### src/rtl/assert_macros.svh
// Concurrent assertion helpers, disabled for synthesis.
`ifndef ASSERT_MACROS_SVH
`define ASSERT_MACROS_SVH

`ifndef SYNTHESIS

// Check prop at every rising edge outside reset.
`define TVA_ASSERT(label, clk, rst_n, prop, msg) \
  label: assert property (@(posedge clk) disable iff (!rst_n) (prop)) else $error(msg);

// Check that cons holds in the cycle after ante.
`define TVA_ASSERT_NEXT(label, clk, rst_n, ante, cons, msg) \
  label: assert property (@(posedge clk) disable iff (!rst_n) (ante) |=> (cons)) else $error(msg);

`else

`define TVA_ASSERT(label, clk, rst_n, prop, msg)
`define TVA_ASSERT_NEXT(label, clk, rst_n, ante, cons, msg)

`endif

`endif

### src/rtl/tva_pkg.sv
`default_nettype none

package tva_pkg;

  localparam int COORD_BITS = 16;
  localparam int VTX_W      = 16;
  localparam int COEF_W     = 16;
  localparam int ROW_W      = 64;
  localparam int Q_W        = 32;
  localparam int NUM_AXES   = 3;
  localparam int TRANS_SHIFT = 8;

  localparam int PROD_W = COEF_W + COORD_BITS;
  localparam int SUM_W  = (PROD_W + 2 > Q_W + 1) ? PROD_W + 2 : Q_W + 1;

  localparam int CFG_IDX_W = 2;
  localparam logic [CFG_IDX_W-1:0] REG_ROW_X = 2'd0;
  localparam logic [CFG_IDX_W-1:0] REG_ROW_Y = 2'd1;
  localparam logic [CFG_IDX_W-1:0] REG_ROW_Z = 2'd2;

  localparam logic [ROW_W-1:0] ROW_X_RESET = 64'h0000_0000_0000_0100;
  localparam logic [ROW_W-1:0] ROW_Y_RESET = 64'h0000_0000_0100_0000;
  localparam logic [ROW_W-1:0] ROW_Z_RESET = 64'h0000_0100_0000_0000;

  localparam logic signed [Q_W-1:0] Q_MAX = 32'sh7FFF_FFFF;
  localparam logic signed [Q_W-1:0] Q_MIN = 32'sh8000_0000;

  typedef logic [NUM_AXES-1:0][ROW_W-1:0] row_set_t;

  typedef struct packed {
    logic signed [Q_W-1:0] px;
    logic signed [Q_W-1:0] py;
    logic signed [Q_W-1:0] pz;
    logic                  last;
  } point_t;

  function automatic logic signed [COEF_W-1:0] coef_of(input logic [ROW_W-1:0] row,
                                                       input int k);
    logic signed [COEF_W-1:0] c;
    c = row[COEF_W*k +: COEF_W];
    return c;
  endfunction

endpackage

`default_nettype wire

### src/rtl/tva_box_if.sv
`default_nettype none

interface tva_box_if;
  import tva_pkg::*;

  logic                  valid;
  logic                  ready;
  logic signed [Q_W-1:0] center_x;
  logic signed [Q_W-1:0] center_y;
  logic signed [Q_W-1:0] center_z;
  logic [Q_W-1:0]        extent_x;
  logic [Q_W-1:0]        extent_y;
  logic [Q_W-1:0]        extent_z;

  modport source (output valid, output center_x, output center_y, output center_z,
                  output extent_x, output extent_y, output extent_z, input ready);
  modport sink (input valid, input center_x, input center_y, input center_z,
                input extent_x, input extent_y, input extent_z, output ready);
endinterface

`default_nettype wire

### src/rtl/tva_box.sv
`default_nettype none

module tva_box (
  input  logic            clk,
  input  logic            rst_n,
  input  logic            pt_valid,
  input  tva_pkg::point_t pt,
  output logic            pt_ready,
  tva_box_if.source       out_ch
);
  import tva_pkg::*;

  logic signed [Q_W-1:0] lo_r [NUM_AXES];
  logic signed [Q_W-1:0] hi_r [NUM_AXES];
  logic signed [Q_W-1:0] lo_nxt [NUM_AXES];
  logic signed [Q_W-1:0] hi_nxt [NUM_AXES];
  logic signed [Q_W-1:0] p [NUM_AXES];
  logic signed [Q_W-1:0] center_nxt [NUM_AXES];
  logic [Q_W-1:0]        extent_nxt [NUM_AXES];
  logic signed [Q_W-1:0] center_r [NUM_AXES];
  logic [Q_W-1:0]        extent_r [NUM_AXES];
  logic                  out_valid_r;
  logic                  out_free;
  logic                  go;

  assign out_free = !out_valid_r || out_ch.ready;
  assign pt_ready = !pt.last || out_free;
  assign go       = pt_valid && pt_ready;

  assign p[0] = pt.px;
  assign p[1] = pt.py;
  assign p[2] = pt.pz;

  always_comb begin
    logic signed [Q_W:0] s;
    for (int a = 0; a < NUM_AXES; a++) begin
      lo_nxt[a]     = (p[a] < lo_r[a]) ? p[a] : lo_r[a];
      hi_nxt[a]     = (p[a] > hi_r[a]) ? p[a] : hi_r[a];
      s             = (Q_W + 1)'(hi_nxt[a]) + (Q_W + 1)'(lo_nxt[a]);
      center_nxt[a] = s[Q_W:1];
      extent_nxt[a] = Q_W'(hi_nxt[a] - lo_nxt[a]);
    end
  end

  always_ff @(posedge clk) begin
    if (!rst_n) begin
      out_valid_r <= 1'b0;
      for (int a = 0; a < NUM_AXES; a++) begin
        lo_r[a] <= Q_MAX;
        hi_r[a] <= Q_MIN;
      end
    end else begin
      if (go && pt.last) begin
        out_valid_r <= 1'b1;
      end else if (out_ch.ready) begin
        out_valid_r <= 1'b0;
      end
      if (go) begin
        for (int a = 0; a < NUM_AXES; a++) begin
          lo_r[a] <= pt.last ? Q_MAX : lo_nxt[a];
          hi_r[a] <= pt.last ? Q_MIN : hi_nxt[a];
        end
      end
    end
  end

  always_ff @(posedge clk) begin
    if (go && pt.last) begin
      center_r <= center_nxt;
      extent_r <= extent_nxt;
    end
  end

  assign out_ch.valid    = out_valid_r;
  assign out_ch.center_x = center_r[0];
  assign out_ch.center_y = center_r[1];
  assign out_ch.center_z = center_r[2];
  assign out_ch.extent_x = extent_r[0];
  assign out_ch.extent_y = extent_r[1];
  assign out_ch.extent_z = extent_r[2];

endmodule

`default_nettype wire

### src/flat_wrapper.sv
// flat-port wrapper written by rule: the top's interface ports become plain ports
module tva_box_flat import tva_pkg::*;
  (clk, rst_n, pt_valid, pt, pt_ready, out_ch_valid, out_ch_center_x, out_ch_center_y, out_ch_center_z, out_ch_extent_x, out_ch_extent_y, out_ch_extent_z, out_ch_ready);
  tva_box_if out_ch_i ();
  input  logic clk;
  input  logic rst_n;
  input  logic pt_valid;
  input  tva_pkg::point_t pt;
  output logic pt_ready;
  output wire logic [$bits(out_ch_i.valid)-1:0] out_ch_valid;
  output wire logic [$bits(out_ch_i.center_x)-1:0] out_ch_center_x;
  output wire logic [$bits(out_ch_i.center_y)-1:0] out_ch_center_y;
  output wire logic [$bits(out_ch_i.center_z)-1:0] out_ch_center_z;
  output wire logic [$bits(out_ch_i.extent_x)-1:0] out_ch_extent_x;
  output wire logic [$bits(out_ch_i.extent_y)-1:0] out_ch_extent_y;
  output wire logic [$bits(out_ch_i.extent_z)-1:0] out_ch_extent_z;
  input wire logic [$bits(out_ch_i.ready)-1:0] out_ch_ready;
  assign out_ch_valid = out_ch_i.valid;
  assign out_ch_center_x = out_ch_i.center_x;
  assign out_ch_center_y = out_ch_i.center_y;
  assign out_ch_center_z = out_ch_i.center_z;
  assign out_ch_extent_x = out_ch_i.extent_x;
  assign out_ch_extent_y = out_ch_i.extent_y;
  assign out_ch_extent_z = out_ch_i.extent_z;
  assign out_ch_i.ready = out_ch_ready;
  tva_box u_core (.clk(clk), .rst_n(rst_n), .pt_valid(pt_valid), .pt(pt), .pt_ready(pt_ready), .out_ch(out_ch_i));
endmodule
### config.mk
export PLATFORM = sky130hd
export DESIGN_NAME = tva_box_flat
export DESIGN_NICKNAME = d
export VERILOG_FILES = /design/src/rtl/assert_macros.svh /design/src/rtl/tva_pkg.sv /design/src/rtl/tva_box_if.sv /design/src/rtl/tva_box.sv /design/src/flat_wrapper.sv
export SDC_FILE = /design/constraint.sdc
export NUM_CORES = 1
export LEC_CHECK = 0
export BUFFER_PORTS_ARGS = -buffer_cell sky130_fd_sc_hd__buf_2
export CAP_MARGIN = 25
export CORE_MARGIN = 4
export CORE_UTILIZATION = 45
export CTS_CLUSTER_DIAMETER = 200
export DETAILED_ROUTE_END_ITERATION = 6
export GPL_TIMING_DRIVEN = 0
export SLEW_MARGIN = 20
export SYNTH_ARGS = -nofsm -noshare
export SYNTH_HDL_FRONTEND = slang
export SYNTH_SLANG_ARGS = --single-unit
### constraint.sdc
create_clock -name clk -period 13.8 [get_ports clk]
set_clock_uncertainty 0.05 [all_clocks]
set_input_delay 0 -clock clk [delete_from_list [all_inputs] [get_ports clk]]
set_output_delay 0 -clock clk [all_outputs]
set_load 0.02 [all_outputs]
==> impl_metrics.py <==
metrics = {
    "route": {
        "first_pass_iters": 5,
        "wl_per_cell_um": 18.7,
        "drt_iter0_drc": 1403,
        "wl_um": 78800,
        "vias_per_cell": 5.38,
        "dr_total_vias": 22672,
        "drc": 0,
        "ant_nets": 0,
    },
    "final_layout": {
        "syn_to_final_growth_pct": 18.3,
        "multi_input_area_um2": 15300,
        "final_common_cell": "inv_1",
        "final_layout_size_suffix_gt1_frac": 0.145,
        "layout.area.seq_um2": 11600,
        "fin_nets": 3811,
        "fillers": 5831,
        "final_cell_mix": "inv_1 (385), edfxtp_1 (384), ha_1 (377), buf_2 (296), a21oi_1 (247)",
    },
    "yosys": {
        "synth_top_area_cell": "edfxtp_1",
        "ys_types": 95,
        "yosys_warnings": 0,
        "synth_compound_area_frac": 0.145,
        "synth_xor_area_frac": 0.0549,
        "synth_top_area_share": 0.402,
        "syn_area_um2": 28700,
        "ys_ff_latch": 385,
        "synthAdderAreaFrac": 0.169,
        "netlist_instances": 2879,
        "muxShareOfSynthArea": 0.0494,
        "syn_nets": 3363,
        "synth_edf_count": 384,
        "synth-simple-area-share": 0.116,
        "synth_top_family_by_area": "adder cells",
        "synth_ff_type": "edfxtp_1",
        "seq_area_frac_synth": 0.403,
        "async_flop_share": 0,
        "syn_area_per_cell_um2": 9.97,
        "synth_area_leaders": "edfxtp_1 (40%), ha_1 (16%), inv_1 (5.0%), a21oi_1 (4.3%), xnor2_1 (3.9%)",
    },
    "floorplanning": {
        "initial_utilization": 0.455,
        "die_w_um": 261,
        "ios": 295,
        "core_um2": 63100,
        "num_rows": 92,
        "die_area_um2": 67900,
        "die_y_um": 261,
    },
    "place": {
        "dp_hpwl_um": 61100,
        "gp_congestion": 0.882,
        "dp_slack_ps": 5410,
        "port_buffers": 294,
    },
    "setup_path": {
        "cp_common_cell": "a21oi_1",
        "crit_required_ps": 14100,
        "crit_slowest_cell": "clkbuf_1",
        "crit_arrival_ps": 8740,
        "r2r_slack_ps": 5360,
        "timing.rr.start": "u_core.hi_r[0][63]$_SDFFCE_PP1P_",
        "start_kind": "flip-flop",
        "reg2reg_to": "u_core.out_ch.extent_y[30]$_DFFE_PP_",
        "r2r.worst_path.cells": 28,
        "crit_type": "reg -> reg",
        "crit_path_max_fanout": 10,
        "max_stage_delay_ps": 690,
        "critical_path.endpoint_type": "flip-flop",
    },
    "min_path": {
        "whs_endpoint": "u_core.out_ch.center_y[20]$_DFFE_PP_",
        "hold_path_depth": 2,
        "hold_path.class": "in -> reg",
        "worstHoldStart": "pt_valid",
    },
    "clock_tree": {
        "clk_latency_ps": 590,
        "cts_max_level": 2,
        "path_clk_slew_ps": 60,
        "hold_buffers": 98,
        "cts.sinks": 385,
        "cts_tree": "done",
        "postCtsSetupRepairBufs": 0,
        "clk_path_buf_depth": 3,
        "cts_buffers": 47,
        "cts_resized": 0,
        "root_buffer": "clkbuf_16",
    },
    "job": {
        "maxCapViolations": 0,
    },
    "global_route": {
        "grt_pass1_wl_um": 123000,
        "first_global_vias": 22744,
        "grt_max_degree": 60,
        "antenna_found_initial": 9,
        "track_usage": 0.227,
        "overflow": 0,
    },
    "sta": {
        "finalHoldViolations": 0,
        "fin_ws_ps": 5360,
        "post-route-period-util": 0.612,
        "fin_setup_tns_ps": 0,
        "relSlewSlack": 0.268,
        "tightest_slew_ps": 1080,
        "fin_crit_ps": 8440,
        "rsz0062_at_grt": "no",
        "final_max_slew_viol_count": 0,
        "finalSetupViolCount": 0,
        "fmax_mhz": 118,
    },
    "pwr": {
        "combPwrFrac": 0.396,
        "swShare": 0.364,
        "power_density_nw_per_um2": 137,
        "clkPwrFrac": 0.268,
        "design_power_total_mw": 4.66,
        "vdd_drop_max_mv": 0.0798,
        "switchingPower_mw": 1.70,
        "seqPwrFrac": 0.336,
        "intPower_mw": 2.96,
        "cellLeakagePower_nw": 15.2,
    },
    "status": {
        "status": "finished clean",
    },
}
-- worst max path at each step --
stage,cells past startpoint,from,slack (ps),endpoint
after floorplan,28,u_core.hi_r[0][63]$_SDFFCE_PP1P_,7410,u_core.out_ch.center_y[28]$_DFFE_PP_
after global placement,31,u_core.hi_r[0][65]$_SDFFCE_PP0P_,5510,u_core.out_ch.extent_z[31]$_DFFE_PP_
after detailed placement,31,u_core.hi_r[0][65]$_SDFFCE_PP0P_,5410,u_core.out_ch.center_z[31]$_DFFE_PP_
after CTS,31,u_core.hi_r[0][65]$_SDFFCE_PP0P_,5370,u_core.out_ch.center_z[31]$_DFFE_PP_
after global routing,31,u_core.hi_r[0][65]$_SDFFCE_PP0P_,4660,u_core.out_ch.extent_z[29]$_DFFE_PP_
final,28,u_core.hi_r[0][63]$_SDFFCE_PP1P_,5360,u_core.out_ch.extent_y[30]$_DFFE_PP_
-- cell usage after synthesis (all sizes together), types with 6 or more instances --
master and n:
o21ai 127, and3 10, o21bai 46, nand2b 34, mux2 68, nand3 22
a31oi 15, inv 385, o31ai 10, a221oi 7, xnor2 131, a21o 67
o211ai 16, a2111oi 9, nand2 190, and2 93, edfxtp 384, clkbuf 75
nand4 32, a211o 6, mux2i 64, a211oi 12, a21oi 249, buf 17
or2 10, or3 17, nor2b 29, ha 377, nor4b 6, o41ai 9
nor4 6, nor3 32, and4 6, o21a 12, nor2 188, a221o 6
xor2 47, fa 6
-- layout make-up --
| type | count | area share |
|---|---|---|
| repair buffers | 399 | 0.0775 |
| clock buffers | 56 | 0.0369 |
| clock inverters | 28 | 0.00785 |
| plain buffers | 92 | 0.0108 |
| inverters | 385 | 0.0426 |
| well taps | 846 | 0.0312 |
| multi-input cells | 2017 | 0.452 |
| diodes | 7 | 0.000516 |
| flip-flops and latches | 385 | 0.340 |
-- layer usage --
metal / wire, µm / vias to the layer above / global-route usage
li1: - / 11039 / -
met1: 34700 / 10878 / 0.303
met2: 37700 / 625 / 0.386
met3: 4380 / 126 / 0.0317
met4: 1990 / 4 / 0.0629
met5: 21 / - / 0
-- state kept, by name (all words and copies together), names as in the netlist --
name / count
u_core.out_ch.center_x: 32
u_core.out_ch.extent_z: 32
u_core.out_ch.extent_x: 32
u_core.hi_r: 96
u_core.out_ch.center_y: 32
u_core.lo_r: 96
u_core.out_ch.valid: 1
u_core.out_ch.extent_y: 32
u_core.out_ch.center_z: 32
-- stage by stage --
step	hold WS, ps	cells	cell area, µm²	utilization
after floorplan	67.8	2879	28700	-
after global placement	182	4019	31200	0.495
after detailed placement	228	4026	31400	0.498
after CTS	4.71	4208	33900	0.538
after global routing	22.3	4213	33900	0.538
final	27.2	4215	33900	0.538
-- power by group through the flow --
stage | Combinational [mW] | Sequential (mW) | Clock, mW
floorplan | 1.18 | 1.72 | 0
global placement | 1.77 | 1.60 | 0
detailed placement | 1.80 | 1.59 | 0
CTS | 1.84 | 1.57 | 1.28
global route | 2.03 | 1.58 | 1.33
finish | 1.85 | 1.56 | 1.25
-- worst max-delay path: cells and delay by family (launching register included) --
family	cells	cell delay, ps
AOI/OAI and AO/OA	13	3210
adders and majority gates	2	840
buffers and inverters	4	1380
DFF	1	340
muxes	2	780
and+or+nand+nor	7	1580
-- cell families (layout without fill, tap and decap cells) --
kind of cell | count (synthesis) | count (layout)
XOR/XNOR | 178 | 178
AO/OA/AOI/OAI | 640 | 640
AND/OR/NAND/NOR | 684 | 684
adder cells (fa/ha/maj) | 383 | 383
buffers and inverters | 477 | 960
flip-flops | 385 | 385
multiplexers | 132 | 132
other | 0 | 7
No activity file was read; power rests on OpenSTA's default activity.
