**src/rtl/assert_macros.svh**
```systemverilog
// Concurrent assertion helpers, disabled for synthesis.
`ifndef ASSERT_MACROS_SVH
`define ASSERT_MACROS_SVH

`ifndef SYNTHESIS

// Check prop at every rising edge outside reset.
`define TVA_ASSERT(label, clk, rst_n, prop, msg) \
  label: assert property (@(posedge clk) disable iff (!rst_n) (prop)) else $error(msg);

// Check that cons holds in the cycle after ante.
`define TVA_ASSERT_NEXT(label, clk, rst_n, ante, cons, msg) \
  label: assert property (@(posedge clk) disable iff (!rst_n) (ante) |=> (cons)) else $error(msg);

`else

`define TVA_ASSERT(label, clk, rst_n, prop, msg)
`define TVA_ASSERT_NEXT(label, clk, rst_n, ante, cons, msg)

`endif

`endif

```
**src/rtl/tva_pkg.sv**
```systemverilog
`default_nettype none

package tva_pkg;

  localparam int COORD_BITS = 16;
  localparam int VTX_W      = 16;
  localparam int COEF_W     = 16;
  localparam int ROW_W      = 64;
  localparam int Q_W        = 32;
  localparam int NUM_AXES   = 3;
  localparam int TRANS_SHIFT = 8;

  localparam int PROD_W = COEF_W + COORD_BITS;
  localparam int SUM_W  = (PROD_W + 2 > Q_W + 1) ? PROD_W + 2 : Q_W + 1;

  localparam int CFG_IDX_W = 2;
  localparam logic [CFG_IDX_W-1:0] REG_ROW_X = 2'd0;
  localparam logic [CFG_IDX_W-1:0] REG_ROW_Y = 2'd1;
  localparam logic [CFG_IDX_W-1:0] REG_ROW_Z = 2'd2;

  localparam logic [ROW_W-1:0] ROW_X_RESET = 64'h0000_0000_0000_0100;
  localparam logic [ROW_W-1:0] ROW_Y_RESET = 64'h0000_0000_0100_0000;
  localparam logic [ROW_W-1:0] ROW_Z_RESET = 64'h0000_0100_0000_0000;

  localparam logic signed [Q_W-1:0] Q_MAX = 32'sh7FFF_FFFF;
  localparam logic signed [Q_W-1:0] Q_MIN = 32'sh8000_0000;

  typedef logic [NUM_AXES-1:0][ROW_W-1:0] row_set_t;

  typedef struct packed {
    logic signed [Q_W-1:0] px;
    logic signed [Q_W-1:0] py;
    logic signed [Q_W-1:0] pz;
    logic                  last;
  } point_t;

  function automatic logic signed [COEF_W-1:0] coef_of(input logic [ROW_W-1:0] row,
                                                       input int k);
    logic signed [COEF_W-1:0] c;
    c = row[COEF_W*k +: COEF_W];
    return c;
  endfunction

endpackage

`default_nettype wire

```
**src/rtl/tva_cfg_if.sv**
```systemverilog
`default_nettype none

interface tva_cfg_if;
  import tva_pkg::*;

  logic                 valid;
  logic                 ready;
  logic [CFG_IDX_W-1:0] index;
  logic [ROW_W-1:0]     data;

  modport source (output valid, output index, output data, input ready);
  modport sink (input valid, input index, input data, output ready);
endinterface

`default_nettype wire

```
**src/rtl/tva_cfg_regs.sv**
```systemverilog
`default_nettype none

module tva_cfg_regs (
  input  logic              clk,
  input  logic              rst_n,
  tva_cfg_if.sink           cfg_ch,
  output tva_pkg::row_set_t rows
);
  import tva_pkg::*;

  logic [ROW_W-1:0] row_x_r, row_y_r, row_z_r;

  assign cfg_ch.ready = 1'b1;

  always_ff @(posedge clk) begin
    if (!rst_n) begin
      row_x_r <= ROW_X_RESET;
      row_y_r <= ROW_Y_RESET;
      row_z_r <= ROW_Z_RESET;
    end else if (cfg_ch.valid) begin
      unique case (cfg_ch.index)
        REG_ROW_X: row_x_r <= cfg_ch.data;
        REG_ROW_Y: row_y_r <= cfg_ch.data;
        REG_ROW_Z: row_z_r <= cfg_ch.data;
        default: ;
      endcase
    end
  end

  assign rows[0] = row_x_r;
  assign rows[1] = row_y_r;
  assign rows[2] = row_z_r;

endmodule

`default_nettype wire

```
**src/flat_wrapper.sv**
```systemverilog
// flat-port wrapper written by rule: the top's interface ports become plain ports
module tva_cfg_regs_flat import tva_pkg::*;
  (clk, rst_n, rows, cfg_ch_valid, cfg_ch_index, cfg_ch_data, cfg_ch_ready);
  tva_cfg_if cfg_ch_i ();
  input  logic clk;
  input  logic rst_n;
  output tva_pkg::row_set_t rows;
  input wire logic [$bits(cfg_ch_i.valid)-1:0] cfg_ch_valid;
  input wire logic [$bits(cfg_ch_i.index)-1:0] cfg_ch_index;
  input wire logic [$bits(cfg_ch_i.data)-1:0] cfg_ch_data;
  output wire logic [$bits(cfg_ch_i.ready)-1:0] cfg_ch_ready;
  assign cfg_ch_i.valid = cfg_ch_valid;
  assign cfg_ch_i.index = cfg_ch_index;
  assign cfg_ch_i.data = cfg_ch_data;
  assign cfg_ch_ready = cfg_ch_i.ready;
  tva_cfg_regs u_core (.clk(clk), .rst_n(rst_n), .cfg_ch(cfg_ch_i), .rows(rows));
endmodule
```
**config.mk**
```make
export PLATFORM = sky130hd
export DESIGN_NAME = tva_cfg_regs_flat
export DESIGN_NICKNAME = d
export VERILOG_FILES = /design/src/rtl/assert_macros.svh /design/src/rtl/tva_pkg.sv /design/src/rtl/tva_cfg_if.sv /design/src/rtl/tva_cfg_regs.sv /design/src/flat_wrapper.sv
export SDC_FILE = /design/constraint.sdc
export NUM_CORES = 1
export LEC_CHECK = 0
export BUFFER_PORTS_ARGS = -buffer_cell sky130_fd_sc_hd__buf_2
export CAP_MARGIN = 30
export CORE_ASPECT_RATIO = 1.1
export CORE_MARGIN = 5
export CORE_UTILIZATION = 39
export CTS_CLUSTER_SIZE = 28
export DETAILED_ROUTE_END_ITERATION = 12
export HOLD_SLACK_MARGIN = 0.08
export PLACE_DENSITY = 0.66
export SYNTH_ARGS = -nofsm -noshare
export SYNTH_HDL_FRONTEND = slang
export SYNTH_SLANG_ARGS = --single-unit
```
**constraint.sdc**
```tcl
create_clock -name clk -period 2.4 [get_ports clk]
set_clock_uncertainty 0.2 [all_clocks]
set_input_delay 0.48 -clock clk [delete_from_list [all_inputs] [get_ports clk]]
set_output_delay 0.48 -clock clk [all_outputs]
set_load 0.02 [all_outputs]
```
==> flow_metrics.env, run 1 <==
export IMPL_hold_buffers=0
export IMPL_p_int_mw=5.29
export IMPL_postCtsResizedCells=0
export IMPL_whs_path_depth=3
export IMPL_max_stage_delay_ns=0.36
export IMPL_port_buffers=260
export IMPL_area_growth_pct=29.9
export IMPL_whs_ns=0.148
export IMPL_syn_area_per_cell_sq_um=10.2
export IMPL_critical_path_slowest_cell="dfxtp_1"
export IMPL_finalCriticalPeriod_ns=1.65
export IMPL_synth_distinct_cells=17
export IMPL_start_util=0.398
export IMPL_drtIter0Drc=243
export IMPL_setup_viol=0
export IMPL_cpLargestDelayFamily="flip-flops"
export IMPL_p_per_area_nw_per_um2=763
export IMPL_gr_total_overflow=0
export IMPL_worst_skew_pair_late_latency_ns=0.42
export IMPL_yosysWarnings=0
export IMPL_cts_root_buffer="clkbuf_16"
export IMPL_die_w_microns=138
export IMPL_clock_path_buffers=2
export IMPL_synth_seq_area_share=0.543
export IMPL_fin_setup_tns_ns=0
export IMPL_avgViaCountPerCell=4.65
export IMPL_fin_cells=1189
export IMPL_cts_buffers=17
export IMPL_switchingPower_mw=1.73
export IMPL_path_cells="buf_2"
export IMPL_gp_congestion=0.762
export IMPL_fp_dieArea_sq_um=21000
export IMPL_num_vias=5530
export IMPL_core_area_sq_um=17800
export IMPL_p_leak_nw=4.88
export IMPL_cp_max_fo=2
export IMPL_final_antenna_net_count=0
export IMPL_first_pass_iters=4
export IMPL_slew_violations=0
export IMPL_cts_tree="built"
export IMPL_synth_top_cells_by_count="253 x nand2_1, 192 x dfxtp_1, 189 x mux2i_1, 22 x clkbuf_1, 11 x buf_4"
export IMPL_grt_pass1_vias=5531
export IMPL_finalPower_mw=7.02
export IMPL_placed_cells=1159
export IMPL_synth_most_common_cell="nand2_1"
export IMPL_ys_ff_latch=192
export IMPL_crit_cells=1
export IMPL_routedWlPerCell_microns=15.6
export IMPL_synth_edff_count=0
export IMPL_antenna_found_initial=0
export IMPL_final_layout_size_suffix_gt1_frac=0.321
export IMPL_fin_crit_sh=0.687
export IMPL_r2r_cells=1
export IMPL_cts_max_level=4
export IMPL_cp_num_buf_inv=1
export IMPL_timing_fmax_mhz=607
export IMPL_placedInstanceArea_sq_um=8590
export IMPL_grt_max_degree=60
export IMPL_grt_pass1_wl_mm=29.2
export IMPL_synth_area_leaders="dfxtp_1 54%, mux2i_1 27%, nand2_1 13%"
export IMPL_ios=262
export IMPL_cts_sinks=192
export IMPL_critPathLaunchType="flop"
export IMPL_route_detailed_drc=0
export IMPL_end_kind="output port"
export IMPL_fin_area_sq_um=9200
export IMPL_comb_power_share=0.098
export IMPL_synth_top_area_frac=0.543
export IMPL_routed_wl_mm=18.5
export IMPL_critPathKind="reg -> out"
export IMPL_synthCells=697
export IMPL_syn_num_nets=766
export IMPL_ys_flop_type="dfxtp_1"
export IMPL_yosysTopAreaCell="dfxtp_1"
export IMPL_rows=51
export IMPL_swShare=0.246
export IMPL_fill_cells=1676
export IMPL_cts_setup_buffers=0
export IMPL_status="finished clean"
export IMPL_ys_async_sr_fraction=0
export IMPL_worstHoldPathType="in -> reg"
export IMPL_max_cap_viol_count=0
export IMPL_rsz0062_at_grt="false"
export IMPL_required_ns=1.72
export IMPL_seqPwrFrac=0.478
export IMPL_cp_arrival_ns=0.97
export IMPL_clk_pin_slew_worst_paths_ns=0.07
export IMPL_antennaDiodeCount=0
export IMPL_finalNetCount=1009
export IMPL_hold_violations=0
export IMPL_track_usage=0.174
export IMPL_clkPwrFrac=0.424
export IMPL_dpl_hpwl_mm=13.1
export IMPL_ir_drop_uv=479
export IMPL_syn_area_sq_um=7080
export IMPL_dieHeight_microns=151
[layout by cell type, fill, tap and decap left out]
master / count
mux2i_1: 189
nand2_1: 253
inv_1: 2
buf_12: 7
inv_6: 4
dfxtp_1: 192
and4b_1: 2
conb_1: 1
buf_6: 1
nor3b_2: 1
buf_4: 7
clkbuf_16: 17
o211ai_1: 1
nand3b_1: 2
clkinv_2: 4
or4bb_1: 1
bufinv_16: 4
clkinvlp_4: 1
a211o_1: 2
buf_2: 259
and3b_1: 1
[flip-flops by register name, indices dropped and copies added, names as in the netlist]
register and cells:
u_core.row_x_r 64, u_core.row_z_r 64, u_core.row_y_r 64
[path summary, 6_finish.rpt]
path	from	end	slack, ns
worst min-delay path	cfg_ch_data[14]	u_core.row_z_r[14]$_SDFFE_PN0P_	0.15
worst max-delay path	u_core.row_z_r[2]$_SDFFE_PN0P_	rows[130]	0.75
worst max register to register	u_core.row_y_r[24]$_SDFFE_PN1P_	u_core.row_y_r[24]$_SDFFE_PN1P_	1.54
worst min register to register	u_core.row_z_r[22]$_SDFFE_PN0P_	u_core.row_z_r[22]$_SDFFE_PN0P_	0.26
[routing by layer]
metal / wire [microns] / global-route usage
met4: 331 / 0.0543
met1: 8240 / 0.216
met5: 0 / 0
met3: 1560 / 0.0733
met2: 8380 / 0.275
[stage by stage]
stage / worst slack, ns / util
final: 0.751 / 0.516
after global routing: 0.700 / 0.516
after CTS: 0.720 / 0.516
after detailed placement: 0.516 / 0.482
after global placement: 0.602 / 0.482
after floorplan: 0.921 / -
[layout make-up]
cell class	count	area, sq um	area share
sequential	192	3840	0.418
multi-input combinational	453	2940	0.319
timing repair buffer	274	1500	0.163
clock buffer	17	425	0.0463
tap	238	298	0.0324
clock inverter	13	183	0.0199
inverter	2	7.51	0.000816
[kinds of logic (layout without fill, tap and decap cells)]
logic type / after synthesis / in the layout / share of synthesized area
AO/OA/AOI/OAI: 3 / 3 / 0.00354
buffers and inverters: 52 / 306 / 0.0429
flip-flops: 192 / 192 / 0.543
multiplexers: 189 / 189 / 0.267
other: 1 / 1 / 0.000530
AND/OR/NAND/NOR: 260 / 260 / 0.143
[power by group through the flow]
stage                     logic (mW)  clock network [mW]  registers (mW)
after CTS                      0.698                3.04            3.35
after floorplan                0.295                   0            3.56
after global placement         0.690                   0            3.43
after detailed placement       0.697                   0            3.43
after global routing           0.747                3.19            3.37
final                          0.687                2.97            3.35
No activity file was read; power rests on OpenSTA's default activity.
==> inputs of run 2 (changes only) <==
==> constraint.sdc (replaced) <==
create_clock -name clk -period 1.7 [get_ports clk]
set_clock_uncertainty 0.2 [all_clocks]
set_input_delay 0.34 -clock clk [delete_from_list [all_inputs] [get_ports clk]]
set_output_delay 0.34 -clock clk [all_outputs]
set_load 0.02 [all_outputs]
==> flow_metrics.env, run 2 (synthesized netlist as in run 1, its figures left out) <==
export IMPL_status="finished clean"
export IMPL_seqCellArea_sq_um=3840
export IMPL_top_usage_layer="met2"
export IMPL_critPathLaunch="u_core.row_x_r[29]$_SDFFE_PN0P_"
export IMPL_routedWlPerCell_microns=15.4
export IMPL_antenna_found_initial=1
export IMPL_reg2reg_to="u_core.row_y_r[24]$_SDFFE_PN1P_"
export IMPL_setup_viol=0
export IMPL_cp_max_fo=2
export IMPL_final_cell_mix="259 x buf_2, 253 x nand2_1, 192 x dfxtp_1, 189 x mux2i_1, 64 x dlygate4sd3_1"
export IMPL_dp_slack_ns=0.106
export IMPL_r2r_slack_ns=0.83
export IMPL_finalNetCount=1085
export IMPL_grt_pass1_wl_mm=31.3
export IMPL_setup_ws_ns=0.189
export IMPL_cts_root_buffer="clkbuf_16"
export IMPL_clk_pin_slew_worst_paths_ns=0.07
export IMPL_first_pass_iters=4
export IMPL_area_growth_pct=40.8
export IMPL_use_met1=0.230
export IMPL_final_layout_size_suffix_gt1_frac=0.308
export IMPL_max_cap_viol_count=0
export IMPL_final_common_cell="buf_2"
export IMPL_required_ns=1.16
export IMPL_worstHoldPathType="in -> reg"
export IMPL_critPathKind="reg -> out"
export IMPL_whs_path_depth=3
export IMPL_crit_cells=1
export IMPL_hold_violations=0
export IMPL_holdPathEnd="u_core.row_x_r[8]$_SDFFE_PN1P_"
export IMPL_timing_fmax_mhz=662
export IMPL_fill_cells=1559
export IMPL_rows=51
export IMPL_clock_path_buffers=2
export IMPL_fin_crit_sh=0.889
export IMPL_core_area_sq_um=17800
export IMPL_r2r_cells=1
export IMPL_cts_buffers=17
export IMPL_largestRegisters="u_core.row_x_r (64), u_core.row_y_r (64), u_core.row_z_r (64)"
export IMPL_routed_wl_mm=19.5
export IMPL_num_vias=5829
export IMPL_cpLargestDelayFamily="flip-flops"
export IMPL_cp_num_buf_inv=1
export IMPL_multi_input_area_sq_um=2940
export IMPL_fp_dieArea_sq_um=21000
export IMPL_gp_congestion=0.757
export IMPL_dpl_hpwl_mm=13.6
export IMPL_avgViaCountPerCell=4.60
export IMPL_grt_pass1_vias=5987
export IMPL_ios=262
export IMPL_path_cells="buf_2"
export IMPL_cts_max_level=4
export IMPL_p_leak_nw=5.22
export IMPL_grt_max_degree=74
export IMPL_worst_skew_pair_late_latency_ns=0.42
export IMPL_finalCriticalPeriod_ns=1.51
export IMPL_p_per_area_nw_per_um2=984
export IMPL_gr_total_overflow=0
export IMPL_cts_tree="built"
export IMPL_final_antenna_net_count=0
export IMPL_fin_setup_tns_ns=0
export IMPL_critPathLaunchType="flop"
export IMPL_cts_sinks=192
export IMPL_grtUsageMet2=0.292
export IMPL_critical_path_slowest_cell="dfxtp_1"
export IMPL_start_util=0.398
export IMPL_die_w_microns=138
export IMPL_ir_drop_uv=638
export IMPL_grt_use_met3=0.0673
export IMPL_route_detailed_drc=0
export IMPL_worstHoldStart="cfg_ch_index[0]"
export IMPL_timing_rr_start="u_core.row_y_r[24]$_SDFFE_PN1P_"
export IMPL_drtIter0Drc=216
export IMPL_dieHeight_microns=151
export IMPL_rsz0062_at_grt="false"
export IMPL_max_stage_delay_ns=0.37
export IMPL_port_buffers=260
export IMPL_slew_violations=0
export IMPL_cp_arrival_ns=0.97
export IMPL_end_kind="output port"
export IMPL_track_usage=0.185
run 2: routing by layer:
metal | part of all wire | vias to the layer above
met2 | 0.45 | 200
met5 | 0.00056 | -
li1 | - | 2924
met4 | 0.028 | 2
met1 | 0.45 | 2669
met3 | 0.077 | 34
run 2: metrics by stage:
stage / power (mW) / cell area (sq um) / hold slack, ns / instances / util
after global placement: 5.84 / 8750 / 0.239 / 1171 / 0.492
final: 9.81 / 9970 / 0.123 / 1267 / 0.560
after detailed placement: 5.85 / 8750 / 0.245 / 1171 / 0.492
after floorplan: 5.45 / 7080 / 0.302 / 697 / -
after CTS: 9.93 / 9970 / 0.0936 / 1266 / 0.560
after global routing: 10.2 / 9970 / 0.131 / 1266 / 0.560
run 2: power breakdown:
part	switching, mW	internal (mW)	total, mW
Combinational	0.645	0.480	1.13
Sequential	0.0794	4.66	4.74
Clock	1.73	2.21	3.95
Total	2.46	7.35	9.81
run 2: worst max path at each step:
stage | endpoint | slack, ns
2_1_floorplan | u_core.row_x_r[61]$_SDFFE_PN0P_ | 0.36
3_3_place_gp | u_core.row_x_r[31]$_SDFFE_PN0P_ | 0.15
3_5_place_dp | u_core.row_x_r[51]$_SDFFE_PN0P_ | 0.11
4_1_cts | rows[180] | 0.16
5_1_grt | rows[180] | 0.14
6_report | rows[29] | 0.19
run 2: area by class of cell:
class / instances / share of cell area
clock buffer: 19 / 0.0444
sequential: 192 / 0.386
clock inverter: 12 / 0.0132
tap: 238 / 0.0299
multi-input combinational: 453 / 0.295
timing repair buffer: 350 / 0.231
inverter: 2 / 0.000753
antenna: 1 / 0.000251
run 2: repair_timing:
| item | 4_1_cts | 5_1_grt |
|---|---|---|
| endpoints found under the hold margin | 189 | 0 |
| gates resized for setup | 0 | 0 |
| buffers inserted | 0 | 0 |
| hold buffers | 64 | 0 |
